### config.mk
export PLATFORM = sky130hd
export DESIGN_NAME = brr_adpcm_sample_decoder_core_flat
export DESIGN_NICKNAME = d
export VERILOG_FILES = /design/src/rtl/brr_pkg.sv /design/src/rtl/brr_stream_ifs.sv /design/src/rtl/brr_adpcm_sample_decoder_core.sv /design/src/flat_wrapper.sv
export VERILOG_INCLUDE_DIRS = /design/src /design/src/rtl
export SDC_FILE = /design/constraint.sdc
export NUM_CORES = 1
export LEC_CHECK = 0
export ABC_AREA = 1
export BUFFER_PORTS_ARGS = -buffer_cell sky130_fd_sc_hd__buf_2
export CORE_MARGIN = 2
export CORE_UTILIZATION = 29
export CTS_BUF_LIST = sky130_fd_sc_hd__clkbuf_4 sky130_fd_sc_hd__clkbuf_8 sky130_fd_sc_hd__clkbuf_16
export DETAILED_ROUTE_END_ITERATION = 6
export GPL_ROUTABILITY_DRIVEN = 0
export PLACE_DENSITY_LB_ADDON = 0.2
export SLEW_MARGIN = 30
export SYNTH_ARGS = -nofsm -noshare
export SYNTH_HDL_FRONTEND = slang
export SYNTH_SLANG_ARGS = --single-unit
export TNS_END_PERCENT = 30
### constraint.sdc
create_clock -name i_clk -period 20.5 [get_ports i_clk]
set_clock_uncertainty 0.15 [all_clocks]
set_input_delay 2.05 -clock i_clk [delete_from_list [all_inputs] [get_ports i_clk]]
set_output_delay 2.05 -clock i_clk [all_outputs]
set_load 0.01 [all_outputs]
### src/rtl/brr_adpcm_sample_decoder_core_assert.svh
// ----------------------------------------------------------------------------
// BRR ADPCM decoder assertion macros
// Concurrent assertion helpers; empty when SYNTH is defined.
// ----------------------------------------------------------------------------
`ifndef BRR_ADPCM_SAMPLE_DECODER_CORE_ASSERT_SVH
`define BRR_ADPCM_SAMPLE_DECODER_CORE_ASSERT_SVH
`ifndef SYNTH
// same-cycle implication
`define BRR_ASSERT_IMP(label, clk, rst_n, ante, cons) \
    label: assert property (@(posedge clk) disable iff (!(rst_n)) (ante) |-> (cons)) \
        else $error("brr assertion failed");
// next-cycle implication
`define BRR_ASSERT_NXT(label, clk, rst_n, ante, cons) \
    label: assert property (@(posedge clk) disable iff (!(rst_n)) (ante) |=> (cons)) \
        else $error("brr assertion failed");
`else
`define BRR_ASSERT_IMP(label, clk, rst_n, ante, cons)
`define BRR_ASSERT_NXT(label, clk, rst_n, ante, cons)
`endif
`endif

### src/rtl/brr_pkg.sv
// ----------------------------------------------------------------------------
// BRR ADPCM decoder package
// Shared widths, types and constants for the sample decoder.
// ----------------------------------------------------------------------------
package brr_pkg;

    localparam int BYTE_W   = 8;
    localparam int SAMPLE_W = 16;
    localparam int NIB_W    = 4;
    localparam int RANGE_W  = 4;

    typedef logic [BYTE_W-1:0]          t_byte;
    typedef logic signed [SAMPLE_W-1:0] t_sample;

    // prediction filter selected by header bits 3..2
    typedef enum logic [1:0] {
        FILT_NONE  = 2'd0,
        FILT_ONE   = 2'd1,
        FILT_TWO   = 2'd2,
        FILT_THREE = 2'd3
    } t_filter;

    localparam t_sample SAMPLE_MAX = 16'sh7FFF;
    localparam t_sample SAMPLE_MIN = -16'sh8000;
    localparam t_sample BIG_RANGE_NEG = ~16'sh07FF;  // -2048
    localparam logic [RANGE_W-1:0] RANGE_MAX = 4'd12;

    // header byte layout
    localparam int HDR_END_BIT  = 0;
    localparam int HDR_LOOP_BIT = 1;
    localparam int HDR_FILT_LSB = 2;
    localparam int HDR_RANGE_LSB = 4;

endpackage

### src/rtl/brr_stream_ifs.sv
// ----------------------------------------------------------------------------
// BRR ADPCM decoder stream interfaces
// Valid/ready channels for data bytes in and PCM samples out.
// ----------------------------------------------------------------------------
interface brr_byte_if import brr_pkg::*; ();
    logic  valid;
    logic  ready;
    t_byte header_byte;
    t_byte data_byte;
    logic  clear_history;

    modport source (output valid, header_byte, data_byte, clear_history, input ready);
    modport sink   (input valid, header_byte, data_byte, clear_history, output ready);
endinterface

interface brr_sample_if import brr_pkg::*; ();
    logic    valid;
    logic    ready;
    t_sample sample;
    logic    second_of_pair;
    logic    block_end;
    logic    block_loop;

    modport source (output valid, sample, second_of_pair, block_end, block_loop,
                    input ready);
    modport sink   (input valid, sample, second_of_pair, block_end, block_loop,
                    output ready);
endinterface

### src/rtl/brr_adpcm_sample_decoder_core.sv
// ----------------------------------------------------------------------------
// BRR ADPCM sample decoder core
// Turns one header/data byte pair into two 16-bit PCM samples.
// ----------------------------------------------------------------------------
// Each accepted transaction on i_in carries a block header byte, one data
// byte and a key-on flag (clear_history). It yields two transactions on
// o_out: the high nibble's sample (second_of_pair = 0), then the low
// nibble's (second_of_pair = 1), both tagged with the header's end and loop
// bits. The single nibble decode stage makes one sample per cycle while the
// output register is not stalled and feeds the next one from the history
// it just wrote. A byte waits in the input holding stage and its samples
// leave through the output register. A new byte is taken in the cycle its
// predecessor's low nibble moves to the output register. Decoding stalls
// while a finished sample waits in the output register, so i_in.ready
// follows o_out.ready combinationally while the stage holds a low nibble.
// No clearing pass after reset: both history registers reset to zero.
`include "brr_adpcm_sample_decoder_core_assert.svh"

module brr_adpcm_sample_decoder_core
    import brr_pkg::*;
(
    input  logic         i_clk,
    input  logic         i_rst_n,
    brr_byte_if.sink     i_in,
    brr_sample_if.source o_out
);

    localparam int SUM_W = SAMPLE_W + 4;  // holds 13*a and all prediction sums
    localparam logic signed [SUM_W-1:0] SUM_MAX = SUM_W'(SAMPLE_MAX);
    localparam logic signed [SUM_W-1:0] SUM_MIN = SUM_W'(SAMPLE_MIN);

    // input holding stage
    logic    r_a_valid, n_a_valid;
    logic    r_phase,   n_phase;     // 0: high nibble next, 1: low nibble next
    t_byte   r_hdr,     n_hdr;
    t_byte   r_dat,     n_dat;
    logic    r_clr,     n_clr;

    // prediction history
    t_sample r_prev1, n_prev1;
    t_sample r_prev2, n_prev2;

    // output register
    logic    r_out_valid,  n_out_valid;
    t_sample r_out_sample, n_out_sample;
    logic    r_out_second, n_out_second;
    logic    r_out_end,    n_out_end;
    logic    r_out_loop,   n_out_loop;

    logic    load, in_fire, clr_now;
    t_sample hist_a, hist_b;
    logic [NIB_W-1:0]   nib;
    logic [RANGE_W-1:0] range_q;
    t_filter            filt;

    t_sample                 s16, shl, scaled;
    logic signed [SUM_W-1:0] a20, b20, neg_a, neg_b, a_half, b_half;
    logic signed [SUM_W-1:0] a13, a15, b15, pred, sum;
    t_sample                 clamped, doubled;

    // --- handshake ---
    assign load       = r_a_valid && (!r_out_valid || o_out.ready);
    assign i_in.ready = !r_a_valid || (r_phase && load);
    assign in_fire    = i_in.valid && i_in.ready;

    // --- nibble decode ---
    assign clr_now = r_clr && !r_phase;   // key-on applies before the first nibble
    assign hist_a  = clr_now ? '0 : r_prev1;
    assign hist_b  = clr_now ? '0 : r_prev2;
    assign nib     = r_phase ? r_dat[NIB_W-1:0] : r_dat[BYTE_W-1:NIB_W];
    assign range_q = r_hdr[HDR_RANGE_LSB +: RANGE_W];
    assign filt    = t_filter'(r_hdr[HDR_FILT_LSB +: 2]);

    always_comb begin
        s16 = {{(SAMPLE_W-NIB_W){nib[NIB_W-1]}}, nib};
        shl = s16 <<< range_q;          // -8 << 12 still fits 16 bits
        if (range_q <= RANGE_MAX) begin
            scaled = shl >>> 1;
        end else begin
            scaled = nib[NIB_W-1] ? BIG_RANGE_NEG : '0;
        end
    end

    always_comb begin
        a20    = SUM_W'(hist_a);
        b20    = SUM_W'(hist_b);
        neg_a  = -a20;
        neg_b  = -b20;
        a_half = a20 >>> 1;
        b_half = b20 >>> 1;
        a13    = (a20 <<< 3) + (a20 <<< 2) + a20;
        a15    = a20 + a_half;
        b15    = b20 + b_half;
        case (filt)
            FILT_NONE:  pred = '0;
            FILT_ONE:   pred = a_half + (neg_a >>> 5);
            FILT_TWO:   pred = a20 + ((-a15) >>> 5) + (neg_b >>> 1) + (b20 >>> 5);
            FILT_THREE: pred = a20 + ((-a13) >>> 7) + (neg_b >>> 1) + (b15 >>> 4);
            default:    pred = '0;
        endcase
        sum = SUM_W'(scaled) + pred;
        if (filt == FILT_NONE) begin
            clamped = sum[SAMPLE_W-1:0];
        end else if (sum > SUM_MAX) begin
            clamped = SAMPLE_MAX;
        end else if (sum < SUM_MIN) begin
            clamped = SAMPLE_MIN;
        end else begin
            clamped = sum[SAMPLE_W-1:0];
        end
        doubled = {clamped[SAMPLE_W-2:0], 1'b0};   // x2 with 16-bit wrap
    end

    // --- next state ---
    always_comb begin
        n_a_valid    = r_a_valid;
        n_phase      = r_phase;
        n_hdr        = r_hdr;
        n_dat        = r_dat;
        n_clr        = r_clr;
        n_prev1      = r_prev1;
        n_prev2      = r_prev2;
        n_out_valid  = r_out_valid;
        n_out_sample = r_out_sample;
        n_out_second = r_out_second;
        n_out_end    = r_out_end;
        n_out_loop   = r_out_loop;

        if (in_fire) begin
            n_a_valid = 1'b1;
            n_phase   = 1'b0;
            n_hdr     = i_in.header_byte;
            n_dat     = i_in.data_byte;
            n_clr     = i_in.clear_history;
        end else if (load && r_phase) begin
            n_a_valid = 1'b0;
        end else if (load) begin
            n_phase = 1'b1;
        end

        if (load) begin
            n_prev2      = hist_a;
            n_prev1      = doubled;
            n_out_valid  = 1'b1;
            n_out_sample = doubled;
            n_out_second = r_phase;
            n_out_end    = r_hdr[HDR_END_BIT];
            n_out_loop   = r_hdr[HDR_LOOP_BIT];
        end else if (o_out.ready) begin
            n_out_valid = 1'b0;
        end
    end

    always_ff @(posedge i_clk) begin
        if (!i_rst_n) begin
            r_a_valid   <= 1'b0;
            r_phase     <= 1'b0;
            r_out_valid <= 1'b0;
            r_prev1     <= '0;
            r_prev2     <= '0;
        end else begin
            r_a_valid   <= n_a_valid;
            r_phase     <= n_phase;
            r_out_valid <= n_out_valid;
            r_prev1     <= n_prev1;
            r_prev2     <= n_prev2;
        end
        r_hdr        <= n_hdr;
        r_dat        <= n_dat;
        r_clr        <= n_clr;
        r_out_sample <= n_out_sample;
        r_out_second <= n_out_second;
        r_out_end    <= n_out_end;
        r_out_loop   <= n_out_loop;
    end

    assign o_out.valid          = r_out_valid;
    assign o_out.sample         = r_out_sample;
    assign o_out.second_of_pair = r_out_second;
    assign o_out.block_end      = r_out_end;
    assign o_out.block_loop     = r_out_loop;

    // --- checks ---
    // a new byte only overwrites the stage as its low nibble leaves
    `BRR_ASSERT_IMP(a_in_only_on_last, i_clk, i_rst_n, in_fire && r_a_valid, r_phase && load)
    // the low nibble's sample is the one marked second
    `BRR_ASSERT_NXT(a_second_tag, i_clk, i_rst_n, load, r_out_second == $past(r_phase))
    // history tracks the sample just produced
    `BRR_ASSERT_NXT(a_hist_mirror, i_clk, i_rst_n, load, r_prev1 == r_out_sample)
    // older history shifts from newer unless key-on cleared it
    `BRR_ASSERT_NXT(a_hist_shift, i_clk, i_rst_n, load && !clr_now, r_prev2 == $past(r_prev1))

endmodule
### src/flat_wrapper.sv
// flat-port wrapper written by rule: the top's interface ports become plain ports
module brr_adpcm_sample_decoder_core_flat import brr_pkg::*;
  (i_clk, i_rst_n, i_in_valid, i_in_header_byte, i_in_data_byte, i_in_clear_history, i_in_ready, o_out_valid, o_out_sample, o_out_second_of_pair, o_out_block_end, o_out_block_loop, o_out_ready);
  brr_byte_if i_in_i ();
  brr_sample_if o_out_i ();
  input  logic i_clk;
  input  logic i_rst_n;
  input wire logic [$bits(i_in_i.valid)-1:0] i_in_valid;
  input wire logic [$bits(i_in_i.header_byte)-1:0] i_in_header_byte;
  input wire logic [$bits(i_in_i.data_byte)-1:0] i_in_data_byte;
  input wire logic [$bits(i_in_i.clear_history)-1:0] i_in_clear_history;
  output wire logic [$bits(i_in_i.ready)-1:0] i_in_ready;
  output wire logic [$bits(o_out_i.valid)-1:0] o_out_valid;
  output wire logic [$bits(o_out_i.sample)-1:0] o_out_sample;
  output wire logic [$bits(o_out_i.second_of_pair)-1:0] o_out_second_of_pair;
  output wire logic [$bits(o_out_i.block_end)-1:0] o_out_block_end;
  output wire logic [$bits(o_out_i.block_loop)-1:0] o_out_block_loop;
  input wire logic [$bits(o_out_i.ready)-1:0] o_out_ready;
  assign i_in_i.valid = i_in_valid;
  assign i_in_i.header_byte = i_in_header_byte;
  assign i_in_i.data_byte = i_in_data_byte;
  assign i_in_i.clear_history = i_in_clear_history;
  assign i_in_ready = i_in_i.ready;
  assign o_out_valid = o_out_i.valid;
  assign o_out_sample = o_out_i.sample;
  assign o_out_second_of_pair = o_out_i.second_of_pair;
  assign o_out_block_end = o_out_i.block_end;
  assign o_out_block_loop = o_out_i.block_loop;
  assign o_out_i.ready = o_out_ready;
  brr_adpcm_sample_decoder_core u_core (.i_clk(i_clk), .i_rst_n(i_rst_n), .i_in(i_in_i), .o_out(o_out_i));
endmodule
==> run metrics, run 1 <==
antenna violations before repair=0; vias in the first global route=10950; Synth area leaders=ha_1, fa_1, nand2_1; most frequent cell after synthesis=nand2_1; outcome=finished clean; first-pass GRT wire length=60860 um; Post-synth EDFFs=35; Port Buffers=40; post-synthesis mux area share=0.2541%; Final nets=about 1900; DR WL/cell=17.37 um; Worst path most repeated cell=nand2_1; Num Clock Sinks=68; kind of critical path=flip-flop to flip-flop; Clock Latency Late Sink=0.36 ns; CTS tree=yes; Setup crit start kind=flip-flop; Post-Synth Simple-Gate Area=23.61%; Num CTS Buffers=9; RSZ-0062 raised after global routing=false; area post-placement=~13000 um^2; register area share after synthesis=14.48%; Synth Instances=between 1500 and 2000; Worst EP arrival=10.72 ns; Post-synth ARST share=0%; Detail Placement HPWL=31810 um; Slew Viols, Final=0; distinct cell type count after synthesis=59; router iterations before antenna repair=5; crit path time final=10.69 ns; via count=10840; FP Rows=73; area share of the largest cell type after synthesis=15.25%; Synth Net Count=1880; Diodes inserted=0; area grow syn2layout=8.809%; Post-CTS Resized=0; initial drt markers=711; Syn Area/Cell=7.175 um^2; DR DRC count=0; critical path's largest stage delay=roughly 0.91 ns; largest net degree at the start of global routing=41; routed wire length=38390 um; period utilisation layout=a little over half; clk root buf=clkbuf_16; Netlist Area Pre-Place=11820 um^2; critical path data required time=20.52 ns; H-Tree Depth=3; Fmax=93.51 MHz; Worst-path clk slew=0.06 ns; Synth top cells by count=nand2_1, inv_1, a21oi_1, ha_1, o21ai_0; initial core utilization=29.54%; Slew @ Worst Pin=between 1 and 1.5 ns; GRT Overall Usage=18.77%; Hold Vio Cnt, Final=0; Hold-fix buffers, CTS=0; finished layout cell area=12860 um^2; XOR/XNOR Fraction of Synth Area=under 10%; Relative slew margins=approximately 32%; Ports=42; largest area contributor in the synthesized netlist=ha_1; Setup TNS=0 ns; post-route ant nets=0; Max-cap violations=0; postcts setup bufs=0; CP endpoint kind=flip-flop; Yosys reg bits=~70; die area=~42000 um^2; Most used DFF post-synth=edfxtp_1; Post-Synth Adder-Cell Area=26.77%; slowest CP cell=o41ai_1; share of post-route cells with drive strength above 1=roughly 9.7%; # setup viols final=0; post-synthesis compound-gate area fraction=roughly 17%; total grt overflow=0; vias per inst=4.905; Hold Path Class=flip-flop to flip-flop; Die W=205.9 um; Critical Path Fanout Max=32; maximum buffer depth of the clock tree=2; largest family of logic cells by synthesized area=adder cells; Core Area=40010 um^2; Die Y=205.9 um; Yosys warning count=0
-- final cells by class --
type / count / area [um^2]
clock inverter: 6 / 50.05
sequential: 68 / 1712
timing repair buffer: 44 / 230.2
clock buffer: 10 / 250.2
multi-input combinational: 1240 / 8760
tap: 525 / 656.9
inverter: 317 / 1200
fill: 4434 / 27150
-- critical path: cells and delay by family, from the launching register on --
family	cells	cell delay [ns]
xor gates and xnor gates	2	0.41
buffers and inverters	2	0.12
adders and majority gates	6	2.41
AOI/OAI and AO/OA	17	3.79
and+or+nand+nor	13	2.93
DFF	1	0.66
-- stage by stage --
stage / instances / setup WS, ns / utilization [%] / hold slack, ns
after floorplan: 1647 / 12.41 / - / 0.2503
after global placement: 2194 / 9.935 / 31.38 / 0.2572
after detailed placement: 2194 / 9.905 / 31.38 / 0.2577
after CTS: 2210 / 9.854 / 32.13 / 0.2805
after global routing: 2210 / 8.950 / 32.14 / 0.2835
final: 2210 / 9.806 / 32.14 / 0.2789
-- layer usage --
layer	global-route usage [%]	routed length (um)	up-vias
met5	0	0	-
met4	4.311	792	0
met3	1.782	1343	45
met2	32.86	18450	220
met1	24.91	17810	5145
li1	-	-	5430
-- cells by family (layout without fill, tap and decap cells) --
group / count (synthesis) / in the layout
flip-flops: 68 / 68
AND/OR/NAND/NOR: 589 / 589
multiplexers: 3 / 3
adder cells (fa/ha/maj): 212 / 212
AO/OA/AOI/OAI: 342 / 342
XOR/XNOR: 93 / 93
buffers and inverters: 339 / 377
other: 1 / 1
-- final timing paths --
check                                    from                           endpoint  slack [ns]  cells after the start
setup / recovery  u_core.r_phase$_SDFFE_PP0P_  u_core.o_out.sample[10]$_DFFE_PP_        9.81                     40
hold / removal      u_core.r_hdr[0]$_DFFE_PP_   u_core.o_out.block_end$_DFFE_PP_        0.28                      0
setup reg to reg  u_core.r_phase$_SDFFE_PP0P_  u_core.o_out.sample[10]$_DFFE_PP_        9.81                     40
hold reg to reg     u_core.r_hdr[0]$_DFFE_PP_   u_core.o_out.block_end$_DFFE_PP_        0.28                      0
-- sequential cells by signal, indices dropped and copies added (netlist names) --
signal and count:
u_core.r_prev1 15, u_core.o_out.valid 1, u_core.o_out.second_of_pair 1, u_core.o_out.block_loop 1, u_core.o_out.sample 15, u_core.r_dat 8, u_core.r_a_valid 1, u_core.r_hdr 8
u_core.r_prev2 15, u_core.o_out.block_end 1, u_core.r_phase 1, u_core.r_clr 1
-- placed cells by master (no fill, tap or decap), types with 5 or more instances in the layout --
| master | instances |
|---|---|
| or2_2 | 5 |
| fa_1 | 68 |
| nand3_1 | 68 |
| o21ai_0 | 105 |
| nor3_1 | 9 |
| nor2_4 | 8 |
| nand2_4 | 16 |
| o21bai_1 | 13 |
| inv_1 | 296 |
| a21o_1 | 5 |
| o21ai_1 | 10 |
| nor2_1 | 85 |
| inv_2 | 17 |
| a211oi_1 | 5 |
| edfxtp_1 | 35 |
| o31ai_1 | 5 |
| buf_2 | 40 |
| nand3_2 | 17 |
| o221ai_1 | 7 |
| o211ai_1 | 5 |
| nand2_1 | 339 |
| xor2_1 | 69 |
| nand4_1 | 12 |
| o21ai_2 | 5 |
| a21oi_1 | 153 |
| dfxtp_1 | 33 |
| nand2_2 | 14 |
| a31oi_1 | 9 |
| xnor2_1 | 24 |
| ha_1 | 144 |
| clkbuf_16 | 10 |
Power of run 1 is not shown: default switching activity piles up to over one toggle a cycle in this logic, so the estimate is an artifact.
==> run 2: changes to the inputs <==
- clock period: 20.5 -> 10.3 ns (I/O delays scaled with it)
==> run 2 against run 1 <==
  * Core utilization grew 0.31 points
  * Global-route usage hardly changed
  * Clock-buffer cell count up 1
  * Maximum frequency grew 14%
  * Critical path depth increased by 6
  * Sequential cell count did not move
  * Cell area up 0.96%
  * Register-to-register slack lost 8.9 ns
  * Sequential share of layout area decreased by 0.12 points
  * Critical path type unchanged
==> run metrics, run 2 (same netlist as run 1, synthesis figures left out) <==
antenna violations before repair=0; # setup viols final=0; final hold slack=0.2699 ns; Relative slew margins=46.00%; Clock Latency Late Sink=0.37 ns; Slew @ Worst Pin=0.8032 ns; CTS tree=yes; Hold-fix buffers, CTS=0; Die W=around 210 um; hold path cells=0; critical path data required time=roughly 10 ns; Detail Placement HPWL=32250 um; initial core utilization=29.54%; area grow syn2layout=9.857%; crit path time final=9.380 ns; Worst-path clk slew=0.06 ns; largest net degree at the start of global routing=41; total grt overflow=0; router iterations before antenna repair=6; Fmax=roughly 110 MHz; first-pass GRT wire length=60650 um; Slew Viols, Final=0; Final nets=1924; Max-cap violations=0; kind of critical path=flip-flop to flip-flop; Critical Path Fanout Max=30; Hold Path Class=flip-flop to flip-flop; FP Rows=73; RSZ-0062 raised after global routing=false; Port Buffers=40; Diodes inserted=0; die area=42380 um^2; critical path's largest stage delay=approximately 0.53 ns; Setup crit start kind=flip-flop; clk root buf=clkbuf_16; DR WL/cell=17.24 um; GRT Overall Usage=18.81%; Num CTS Buffers=9; most common cell after layout, fill and taps aside=nand2_1; Die Y=205.9 um; maximum buffer depth of the clock tree=2; DR DRC count=0; Hold Vio Cnt, Final=0; Worst EP arrival=9.33 ns; Layout fillers=between 4000 and 5000; routed wire length=approximately 38000 um; Ports=42; initial drt markers=607; post-route ant nets=0; outcome=finished clean; vias per inst=slightly below 5; most frequent cells in the layout=nand2_1, inv_1, a21oi_1; vias in the first global route=10970; slowest CP cell=fa_1; H-Tree Depth=3; reg2reg path depth=46; CP endpoint kind=flip-flop; Worst path most repeated cell=nand2_1; Num Clock Sinks=between 60 and 70; share of post-route cells with drive strength above 1=a little over a tenth; period utilisation layout=between 90 and 100%; Setup TNS=0 ns; Core Area=between 40000 and 50000 um^2; fin util=32.45%; via count=~11000
## run 2: cell count changes in the layout (fill, tap and decap cells not counted), sizes merged
| cell | before | now |
|---|---|---|
| buf | 44 | 55 |
| bufinv | 0 | 1 |
| clkbuf | 10 | 11 |
| clkinv | 2 | 5 |
| clkinvlp | 2 | 1 |
| inv | 319 | 315 |
## run 2: layer usage
layer / track usage, % / vias to the layer above / routed length, um
met4: 4.745 / 0 / 840
met1: 24.74 / 5061 / 17880
met2: 32.72 / 248 / 18250
met3: 2.144 / 39 / 1310
met5: 0 / - / 0
li1: - / 5458 / -
## run 2: path summary, 6_finish.rpt
path	start	end	slack [ns]
max	u_core.r_clr$_DFFE_PP_	u_core.o_out.sample[8]$_DFFE_PP_	0.92
min	u_core.r_hdr[0]$_DFFE_PP_	u_core.o_out.block_end$_DFFE_PP_	0.27
max reg2reg	u_core.r_clr$_DFFE_PP_	u_core.o_out.sample[8]$_DFFE_PP_	0.92
min reg2reg	u_core.r_hdr[0]$_DFFE_PP_	u_core.o_out.block_end$_DFFE_PP_	0.27
## run 2: critical path, delay by kind of cell (launching register included)
| family | cells | cell delay, ns |
|---|---|---|
| AOI/OAI and AO/OA | 13 | 2.11 |
| xor gates and xnor gates | 2 | 0.25 |
| adders and majority gates | 7 | 2.59 |
| buffers and inverters | 5 | 0.55 |
| DFF | 1 | 0.46 |
| and+or+nand+nor | 19 | 2.98 |
## run 2: repair_timing
item / in CTS / in global routing
setup buffers: 0 / 2
resized for setup: 0 / 5
endpoints found under the setup margin: 0 / 30
## run 2: area by class of cell
class / count / area, um^2 / area share [%]
clock buffers: 11 / 252.7 / 1.947
clock inverters: 5 / 60.06 / 0.4626
inverters: 317 / 1200 / 9.242
multi-input cells: 1240 / 8771 / 67.56
flip-flops and latches: 68 / 1713 / 13.19
well taps: 525 / 656.9 / 5.060
repair buffers: 55 / 329.1 / 2.535
## run 2: metrics by stage
| step | std cells | worst slack [ns] | area [um^2] |
|---|---|---|---|
| floorplan | 1647 | 2.214 | 11820 |
| global placement | 2203 | 0.1743 | 12620 |
| detailed placement | 2203 | 0.05612 | 12630 |
| CTS | 2219 | 0.03625 | 12940 |
| global route | 2221 | 0.1027 | 12980 |
| finish | 2221 | 0.9201 | 12980 |
Power of run 2 is left out for the same reason.
